$ cat src/rtl/assert_macros.svh
// Assertion macros shared by the list engine RTL.
`ifndef ASSERT_MACROS_SVH
`define ASSERT_MACROS_SVH

// Checked on every rising clock edge; ignored while reset is held.
`define PLE_ASSERT(lbl, prop, msg) \
  lbl: assert property (@(posedge clk_i) disable iff (!rst_ni) (prop)) else $error(msg);

// Checked on every rising clock edge, reset included.
`define PLE_ASSERT_ALWAYS(lbl, prop, msg) \
  lbl: assert property (@(posedge clk_i) (prop)) else $error(msg);

`endif

$ cat src/rtl/ple_pkg.sv
// Types, codes and constants shared by the positional list engine.
`default_nettype none

package ple_pkg;

  localparam int unsigned DEPTH_DEF   = 256;
  localparam int unsigned CMD_W       = 3;
  localparam int unsigned POS_W       = 9;
  localparam int unsigned VAL_W       = 32;
  localparam int unsigned STAT_W      = 2;
  localparam int unsigned IN_TDATA_W  = 48;
  localparam int unsigned OUT_TDATA_W = 56;

  typedef enum logic [CMD_W-1:0] {
    CMD_CLEAR  = 3'd0,
    CMD_GET    = 3'd1,
    CMD_LOCATE = 3'd2,
    CMD_PRIOR  = 3'd3,
    CMD_NEXT   = 3'd4,
    CMD_INSERT = 3'd5,
    CMD_DELETE = 3'd6
  } cmd_e;

  typedef enum logic [STAT_W-1:0] {
    STAT_OK       = 2'd0,
    STAT_BADPOS   = 2'd1,
    STAT_NOTFOUND = 2'd2,
    STAT_FULL     = 2'd3
  } stat_e;

  typedef enum logic [2:0] {
    RES_OK,
    RES_BADPOS,
    RES_NOTFOUND,
    RES_FULL,
    RES_VAL,
    RES_POS
  } res_e;

  typedef enum logic [1:0] {
    CNT_KEEP,
    CNT_CLEAR,
    CNT_INC,
    CNT_DEC
  } cnt_e;

  typedef enum logic {
    HOLD_RDATA,
    HOLD_PREV
  } hsrc_e;

  typedef struct packed {
    logic  load_in;
    logic  walk_start;
    logic  rd_en;
    logic  shift_wr;
    logic  ins_wr;
    cnt_e  cnt_op;
    logic  hold_en;
    hsrc_e hold_src;
    logic  res_ld;
    res_e  res_sel;
  } ple_ctl_t;

  typedef struct packed {
    logic [CMD_W-1:0] cmd;
    logic             pos_ok_rd;
    logic             pos_ok_ins;
    logic             full;
    logic             empty;
    logic             append;
    logic             issue_last;
    logic             cmp_vld;
    logic             cmp_first;
    logic             cmp_last;
    logic             hit;
  } ple_stat_t;

endpackage

`default_nettype wire

$ cat src/rtl/ple_ctrl.sv
// Command sequencer: handshakes, decode, walk control and result hand-off.
`default_nettype none
`include "assert_macros.svh"

module ple_ctrl import ple_pkg::*; (
  input  wire logic      clk_i,
  input  wire logic      rst_ni,
  input  wire logic      in_valid_i,
  output logic           in_ready_o,
  output logic           out_valid_o,
  input  wire logic      out_ready_i,
  input  wire ple_stat_t stat_i,
  output ple_ctl_t       ctl_o
);

  localparam logic [2:0] ST_IDLE  = 3'd0;
  localparam logic [2:0] ST_DEC   = 3'd1;
  localparam logic [2:0] ST_WALK  = 3'd2;
  localparam logic [2:0] ST_DRAIN = 3'd3;
  localparam logic [2:0] ST_NEXT  = 3'd4;
  localparam logic [2:0] ST_INS   = 3'd5;
  localparam logic [2:0] ST_OUT   = 3'd6;

  logic [2:0] state_q, state_d;
  res_e       kind_q, kind_d;
  logic       out_vld_q, out_vld_d;
  logic       acc, moved;

  assign in_ready_o  = (state_q == ST_IDLE);
  assign acc         = in_valid_i && in_ready_o;
  assign out_valid_o = out_vld_q;

  always_comb begin
    state_d = state_q;
    kind_d  = kind_q;
    ctl_o   = '0;
    moved   = 1'b0;

    unique case (state_q) inside
      ST_IDLE: begin
        if (acc) begin
          ctl_o.load_in = 1'b1;
          state_d       = ST_DEC;
        end
      end

      ST_DEC: begin
        unique case (stat_i.cmd) inside
          CMD_CLEAR: begin
            ctl_o.cnt_op = CNT_CLEAR;
            kind_d       = RES_OK;
            state_d      = ST_OUT;
          end
          CMD_GET, CMD_DELETE: begin
            if (!stat_i.pos_ok_rd) begin
              kind_d  = RES_BADPOS;
              state_d = ST_OUT;
            end else begin
              ctl_o.walk_start = 1'b1;
              state_d          = ST_WALK;
            end
          end
          CMD_LOCATE, CMD_PRIOR, CMD_NEXT: begin
            if (stat_i.empty) begin
              kind_d  = RES_NOTFOUND;
              state_d = ST_OUT;
            end else begin
              ctl_o.walk_start = 1'b1;
              state_d          = ST_WALK;
            end
          end
          CMD_INSERT: begin
            if (!stat_i.pos_ok_ins) begin
              kind_d  = RES_BADPOS;
              state_d = ST_OUT;
            end else if (stat_i.full) begin
              kind_d  = RES_FULL;
              state_d = ST_OUT;
            end else if (stat_i.append) begin
              state_d = ST_INS;
            end else begin
              ctl_o.walk_start = 1'b1;
              state_d          = ST_WALK;
            end
          end
          default: begin
            kind_d  = RES_OK;
            state_d = ST_OUT;
          end
        endcase
      end

      ST_WALK, ST_DRAIN: begin
        ctl_o.rd_en    = (state_q == ST_WALK);
        ctl_o.shift_wr = 1'b1;
        if (stat_i.cmp_vld) begin
          case (stat_i.cmd) inside
            CMD_GET: begin
              ctl_o.hold_en = 1'b1;
              kind_d        = RES_VAL;
              state_d       = ST_OUT;
              moved         = 1'b1;
            end
            CMD_LOCATE, CMD_PRIOR: begin
              if (stat_i.hit) begin
                ctl_o.hold_en  = 1'b1;
                ctl_o.hold_src = (stat_i.cmd == CMD_PRIOR) ? HOLD_PREV : HOLD_RDATA;
                kind_d         = (stat_i.cmd == CMD_PRIOR) ? RES_VAL : RES_POS;
                state_d        = ST_OUT;
                moved          = 1'b1;
              end else if (stat_i.cmp_last) begin
                kind_d  = RES_NOTFOUND;
                state_d = ST_OUT;
                moved   = 1'b1;
              end
            end
            CMD_NEXT: begin
              if (stat_i.hit) begin
                state_d = ST_NEXT;
                moved   = 1'b1;
              end else if (stat_i.cmp_last) begin
                kind_d  = RES_NOTFOUND;
                state_d = ST_OUT;
                moved   = 1'b1;
              end
            end
            CMD_DELETE: begin
              ctl_o.hold_en = stat_i.cmp_first;
              if (stat_i.cmp_last) begin
                ctl_o.cnt_op = CNT_DEC;
                kind_d       = RES_VAL;
                state_d      = ST_OUT;
                moved        = 1'b1;
              end
            end
            CMD_INSERT: begin
              if (stat_i.cmp_last) begin
                state_d = ST_INS;
                moved   = 1'b1;
              end
            end
            default: ;
          endcase
        end
        if (!moved && (state_q == ST_WALK) && stat_i.issue_last) begin
          state_d = ST_DRAIN;
        end
      end

      // successor word lands in the cycle after the match
      ST_NEXT: begin
        ctl_o.hold_en = 1'b1;
        kind_d        = RES_VAL;
        state_d       = ST_OUT;
      end

      ST_INS: begin
        ctl_o.ins_wr = 1'b1;
        ctl_o.cnt_op = CNT_INC;
        kind_d       = RES_OK;
        state_d      = ST_OUT;
      end

      ST_OUT: begin
        if (!out_vld_q || out_ready_i) begin
          ctl_o.res_ld  = 1'b1;
          ctl_o.res_sel = kind_q;
          state_d       = ST_IDLE;
        end
      end

      default: state_d = ST_IDLE;
    endcase
  end

  assign out_vld_d = ctl_o.res_ld || (out_vld_q && !out_ready_i);

  always_ff @(posedge clk_i or negedge rst_ni) begin
    if (!rst_ni) begin
      state_q   <= ST_IDLE;
      out_vld_q <= 1'b0;
      kind_q    <= RES_OK;
    end else begin
      state_q   <= state_d;
      out_vld_q <= out_vld_d;
      kind_q    <= kind_d;
    end
  end

  `PLE_ASSERT(a_res_slot_free, ctl_o.res_ld |-> (!out_vld_q || out_ready_i),
    "result loaded over a pending item")
  `PLE_ASSERT(a_accept_decodes, acc |=> (state_q == ST_DEC),
    "accepted item not decoded next cycle")

endmodule

`default_nettype wire

$ cat config.mk
export PLATFORM = sky130hd
export DESIGN_NAME = ple_ctrl
export DESIGN_NICKNAME = d
export VERILOG_FILES = /design/src/rtl/ple_pkg.sv /design/src/rtl/ple_ctrl.sv
export VERILOG_INCLUDE_DIRS = /design/src /design/src/rtl
export SDC_FILE = /design/constraint.sdc
export NUM_CORES = 1
export LEC_CHECK = 0
export ABC_AREA = 1
export BUFFER_PORTS_ARGS = -buffer_cell sky130_fd_sc_hd__buf_2
export CAP_MARGIN = 0
export CELL_PAD_IN_SITES_DETAIL_PLACEMENT = 0
export CELL_PAD_IN_SITES_GLOBAL_PLACEMENT = 1
export CORE_MARGIN = 10
export CORE_UTILIZATION = 31
export DETAILED_ROUTE_END_ITERATION = 16
export HOLD_SLACK_MARGIN = 0.15
export PLACE_DENSITY_LB_ADDON = 0.1
export SKIP_CTS_REPAIR_TIMING = 1
export SLEW_MARGIN = 40
export SYNTH_ARGS = -nofsm -noshare
export SYNTH_HDL_FRONTEND = slang
export SYNTH_SLANG_ARGS = --single-unit
$ cat constraint.sdc
create_clock -name clk_i -period 1.65 [get_ports clk_i]
set_input_delay 0.0825 -clock clk_i [delete_from_list [all_inputs] [get_ports clk_i]]
set_output_delay 0.0825 -clock clk_i [all_outputs]
set_load 0.005 [all_outputs]
* After elaboration in Yosys (flattened, before gate mapping)
Cells that the tools add are included.
Storage, ports and cells: bits in registers 7, input port bits 17, output and inout port bits 15, logic and storage cells 122
Operators by class: equality and inequality tests 24, muxes and demuxes 76, reductions and logical operators 19
Operators with widths (count):
- 3-bit two-way mux | 31
- 1-bit two-way mux | 28
- 3-bit equality test (second input constant) | 6
- 3-bit case mux with 3 select lines | 2
- 5-bit by 4-bit != test with 1-bit output (second input constant) | 3
- 3-bit case mux with 5 select lines | 1
- 2-bit two-way mux | 7
- 7-bit by 6-bit != test with 1-bit output (second input constant) | 2
- 3-bit by 2-bit equality test with 1-bit output (second input constant) | 4
- 4-bit two-way mux | 3
- 3-bit case mux with 4 select lines | 1
- 3-bit != test (second input constant) | 3
- 8-bit AND reduction | 1
- 2-bit OR reduction | 4
- 3-bit by 1-bit equality test with 1-bit output (second input constant) | 2
- 3-bit logical NOT | 2
- 2-bit case mux with 3 select lines | 1
- 5-bit AND reduction | 1
- 1-bit logical AND | 4
- 2-bit by 1-bit != test with 1-bit output (second input constant) | 2
- 4-bit != test (second input constant) | 1
- 4-bit nonzero test | 1
- 1-bit logical NOT | 3
- 1-bit case mux with 3 select lines | 1
- 4 further kinds | 5

* Longest topological paths before layout
depth in word-level cells 13, gate-level depth with buffers 12

* Least setup slack after synthesis
Ideal clock, no wire load.
path type reg2reg, start reg state_q[0], end reg state_q[0], setup slack 0.315 ns, clock period less this slack 1.335 ns, arrival time 1.216 ns, library setup time 0.119 ns, buffers on the path 0, stages on the path, launching flop included 9, required time 1.531 ns, cells stage by stage dfrtp_1 > nor3_1 > inv_1 > o21ai_0 > inv_1 > nand2_1 > inv_2 > nand2_1 > o21ai_2
On the way: elaborated cells between the ends (all ways) 28, classes of those cells eq/ne (11); mux (10); reduce/logical (7)
RTL lines:
- start, declared | RTL line ple_ctrl.sv:24 | logic [2:0] state_q, state_d;
- start signal, assigned | RTL line ple_ctrl.sv:184 | state_q <= state_d;
- 3-bit logical NOT * | RTL line ple_ctrl.sv:29 | assign in_ready_o = (state_q == ST_IDLE);
- named net in_ready_o | RTL line ple_ctrl.sv:9 | output logic in_ready_o,
- 1-bit logical AND | RTL line ple_ctrl.sv:30 | assign acc = in_valid_i && in_ready_o;
- 2-bit by 1-bit != test with 1-bit output (no line)
- 5-bit AND reduction (no line)
The timed path passes the listed nets; every way through them passes the cells marked *. The select of a mux whose other input is x is not followed. A chain may end at the register's enable or synchronous reset.

==> flow_summary.ini <==
[cells_and_area]
area_growth_syn_to_layout_pct = 29.41
finish.cell_count_without_fillers = 230
design_area_mm2 = 0.001129
diodes = 0
layout.filler_cells = 319
layout_nets = 217
layout-drive-gt1-share = 0.2563

[clock_tree]
clock_path_buffers = 2
cts_buffers = 3
numClockSinks = 7
worst_skew_pair.late_latency_ns = 0.24
clk_tree_root_cell = clkbuf_4
cts.htree.levels = 1
path_clk_slew_ns = 0.05
tritoncts = done

[critical_path]
crit_buf_inv = 4
critical_path.most_common_cell = inv_1
path_cells = inv_2 > nor2_4 > inv_1 > nor2_1 > inv_1 > nor4_1 > buf_2
critical-path-slowest-cell = dfrtp_1
setup.worst_path.class = flip-flop to output port
worstSetupStartpointType = flip-flop
rr_worst_depth = 8
r2r_slack_ns = 0.20
crit_arrival_ns = 1.43
critical_path.top_delay_family = simple AND/OR/NAND/NOR gates
reg2reg_to = kind_q[2]
crit_path_end_kind = output port
max_stage_delay_ns = 0.39
timing.rr.start = state_q[0]
crit_fanout = 5
crit_required_ns = 1.57

[global_routing]
number_of_antenna_violations_at_the_first_check_in_global_routing = 0
grtUsageTotal = 0.1044
maximum_number_of_pins_on_one_net_before_global_route_repair = 13
wire_length_of_the_first_global_routing_pass_mm = 4.692
grt_pass1_vias = 1077
global_route_overflow = 0

[placed_design]
quantity_of_i_o_buffers_inserted_on_ports = 31
number_of_placed_instances_taps_included = 224
globalplace.congestion = 0.7770
dpl_cell_area_mm2 = 0.001069
place.detailed.hpwl_mm = 2.474

[detailed_routing]
highest-signal-layer = met4
met1_length_mm = 1.355
dr.pass1.iters = 4
wl_met3_um = 225
wirelength_mm = 2.892
dr_wl_met2_mm = 1.287
post_drt_via_cell_ratio = 4.804
route.detailed.drc = 0
vias = 1105
ant_nets = 0
detail_route.wl_per_cell_um = 12.57
first_iter_violations = 43

[timing]
report.final.hold_viol_count = 0
fin_crit_sh = 0.9160
finalClockSkew_ns = 0.0008840
setup_viol = 0
grt_setup_unrepaired = false
timing.final.max_slew_violations = 0
relSlewSlack = 0.8180
finalSetupTns_ns = 0
tightest_slew_ns = 0.2701
final_period_demand_of_the_worst_path_ns = 1.511
fmax_ghz = 0.6616

[synthesis]
mappedNetlistArea_um2 = 872.1
yosys.area_share.adder = 0
yosysSeqAreaShare = 0.2009
ys_seq_elements = 7
synth_mux_area_frac = 0
largest_family_of_logic_cells_by_synthesized_area = simple AND/OR/NAND/NOR gates
synth_xor_xnor_area_share = 0
synth_simple_gate_area_frac = 0.4735
avgSynthCellArea_um2 = 5.383
synthCells = 162
synth.lib_cells_used.distinct = 25
fraction_of_the_mapped_netlist_area_in_compound_gates = 0.1650
syn_nets = 179
yosys_warnings = 0

[floorplanning]
ios = 32
rows = 19
chipHeight_um = 73.04
initial_utilization = 0.3190
overall_die_width_um = 73.04
coreArea_mm2 = 0.002734
design.die.area_mm2 = 0.005335

[run_status]
status = completed

[min_path]
hold_path_class = primary input to async pin

[power]
power.total_mw = 1.458
powerDensity_mw_per_mm2 = 1292
ir_worst_vdd_mv = 0.7433
power.static_leakage_nw = 0.6879

[flow_run]
max-cap-violations = 0
==> sequential cells by signal (all words and copies together) (netlist names) <==
name and count:
out_valid_o 1, kind_q 3, state_q 3
==> logic make-up (layout without fill, tap and decap cells) <==
group / Yosys count / in the layout
simple gates: 94 / 94
buf+inv: 36 / 73
compound gates: 25 / 25
flops: 7 / 7
==> final cells by class <==
| cell class | instances | area (um2) | share of cell area |
|---|---|---|---|
| inverters | 34 | 127.6 | 0.1131 |
| flip-flops and latches | 7 | 176.4 | 0.1563 |
| repair buffers | 35 | 190.2 | 0.1685 |
| clock buffers | 4 | 26.28 | 0.02328 |
| multi-input cells | 119 | 569.3 | 0.5044 |
| well taps | 31 | 38.79 | 0.03437 |
==> placed cells by master, fill, tap and decap left out <==
cell type / netlist / layout
nand4_1: 4 / 4
nor2_4: 0 / 1
a21boi_0: 1 / 1
nand2_2: 4 / 4
nor3_2: 0 / 1
nand3_1: 15 / 15
o21bai_1: 1 / 1
a31oi_1: 1 / 1
nor4_1: 1 / 1
o21a_1: 1 / 1
nand3_2: 2 / 2
clkbuf_1: 0 / 1
o21ai_0: 12 / 12
dlygate4sd3_1: 0 / 2
nor3_1: 3 / 2
buf_2: 1 / 31
buf_4: 1 / 2
o21ai_2: 1 / 1
a211oi_1: 1 / 1
clkbuf_4: 0 / 3
nand2_1: 45 / 45
dfrtp_2: 0 / 1
a21oi_1: 3 / 3
nor2_1: 19 / 18
o22ai_1: 1 / 1
inv_2: 3 / 4
inv_1: 31 / 30
dfrtp_1: 7 / 6
nor2_2: 1 / 1
o211ai_1: 1 / 1
o21ai_1: 2 / 2
==> layer usage <==
metal,vias up,global-route usage
li1,588,-
met3,2,0.01905
met4,0,0.03165
met5,-,0
met2,40,0.1757
met1,475,0.1296
==> Yosys cell counts, drive strengths merged <==
| cell type | instances | area [um2] |
|---|---|---|
| o21a | 1 | 7.510 |
| o21ai | 15 | 78.83 |
| a21oi | 3 | 15.01 |
| o21bai | 1 | 7.510 |
| nor2 | 20 | 77.58 |
| nand3 | 17 | 95.09 |
| a21boi | 1 | 7.510 |
| a31oi | 1 | 6.260 |
| dfrtp | 7 | 175.2 |
| inv | 34 | 127.6 |
| nor3 | 3 | 15.01 |
| nor4 | 1 | 6.260 |
| nand4 | 4 | 25.02 |
| o22ai | 1 | 6.260 |
| buf | 2 | 12.51 |
| o211ai | 1 | 7.510 |
| nand2 | 49 | 193.9 |
| a211oi | 1 | 7.510 |
==> per-stage QoR <==
stage	util	worst slack (ns)	hold slack (ns)
4_1_cts	0.4005	-0.04433	-0.3353
6_report	0.4128	0.1385	0.2007
5_1_grt	0.4128	0.008772	0.2164
3_5_place_dp	0.3908	0.1992	-0.07355
2_1_floorplan	-	0.3145	-0.2131
3_3_place_gp	0.3908	0.1900	-0.07858
==> how the worst max path moves through the flow <==
stage,endpoint,slack (ns),start,cells after the start
2_1_floorplan,state_q[0],0.31,state_q[0],8
3_3_place_gp,state_q[1],0.19,stat_i[12],12
3_5_place_dp,state_q[1],0.20,stat_i[12],12
4_1_cts,ctl_o[4],-0.04,state_q[1],7
5_1_grt,kind_q[2],0.009,state_q[0],8
6_report,ctl_o[4],0.14,state_q[1],7
==> report_power, final <==
part           internal (mW)  switching (mW)
logic                  0.373           0.598
registers              0.255          0.0823
clock network         0.0919          0.0572
Note: power is estimated with default switching activity, not from simulation.
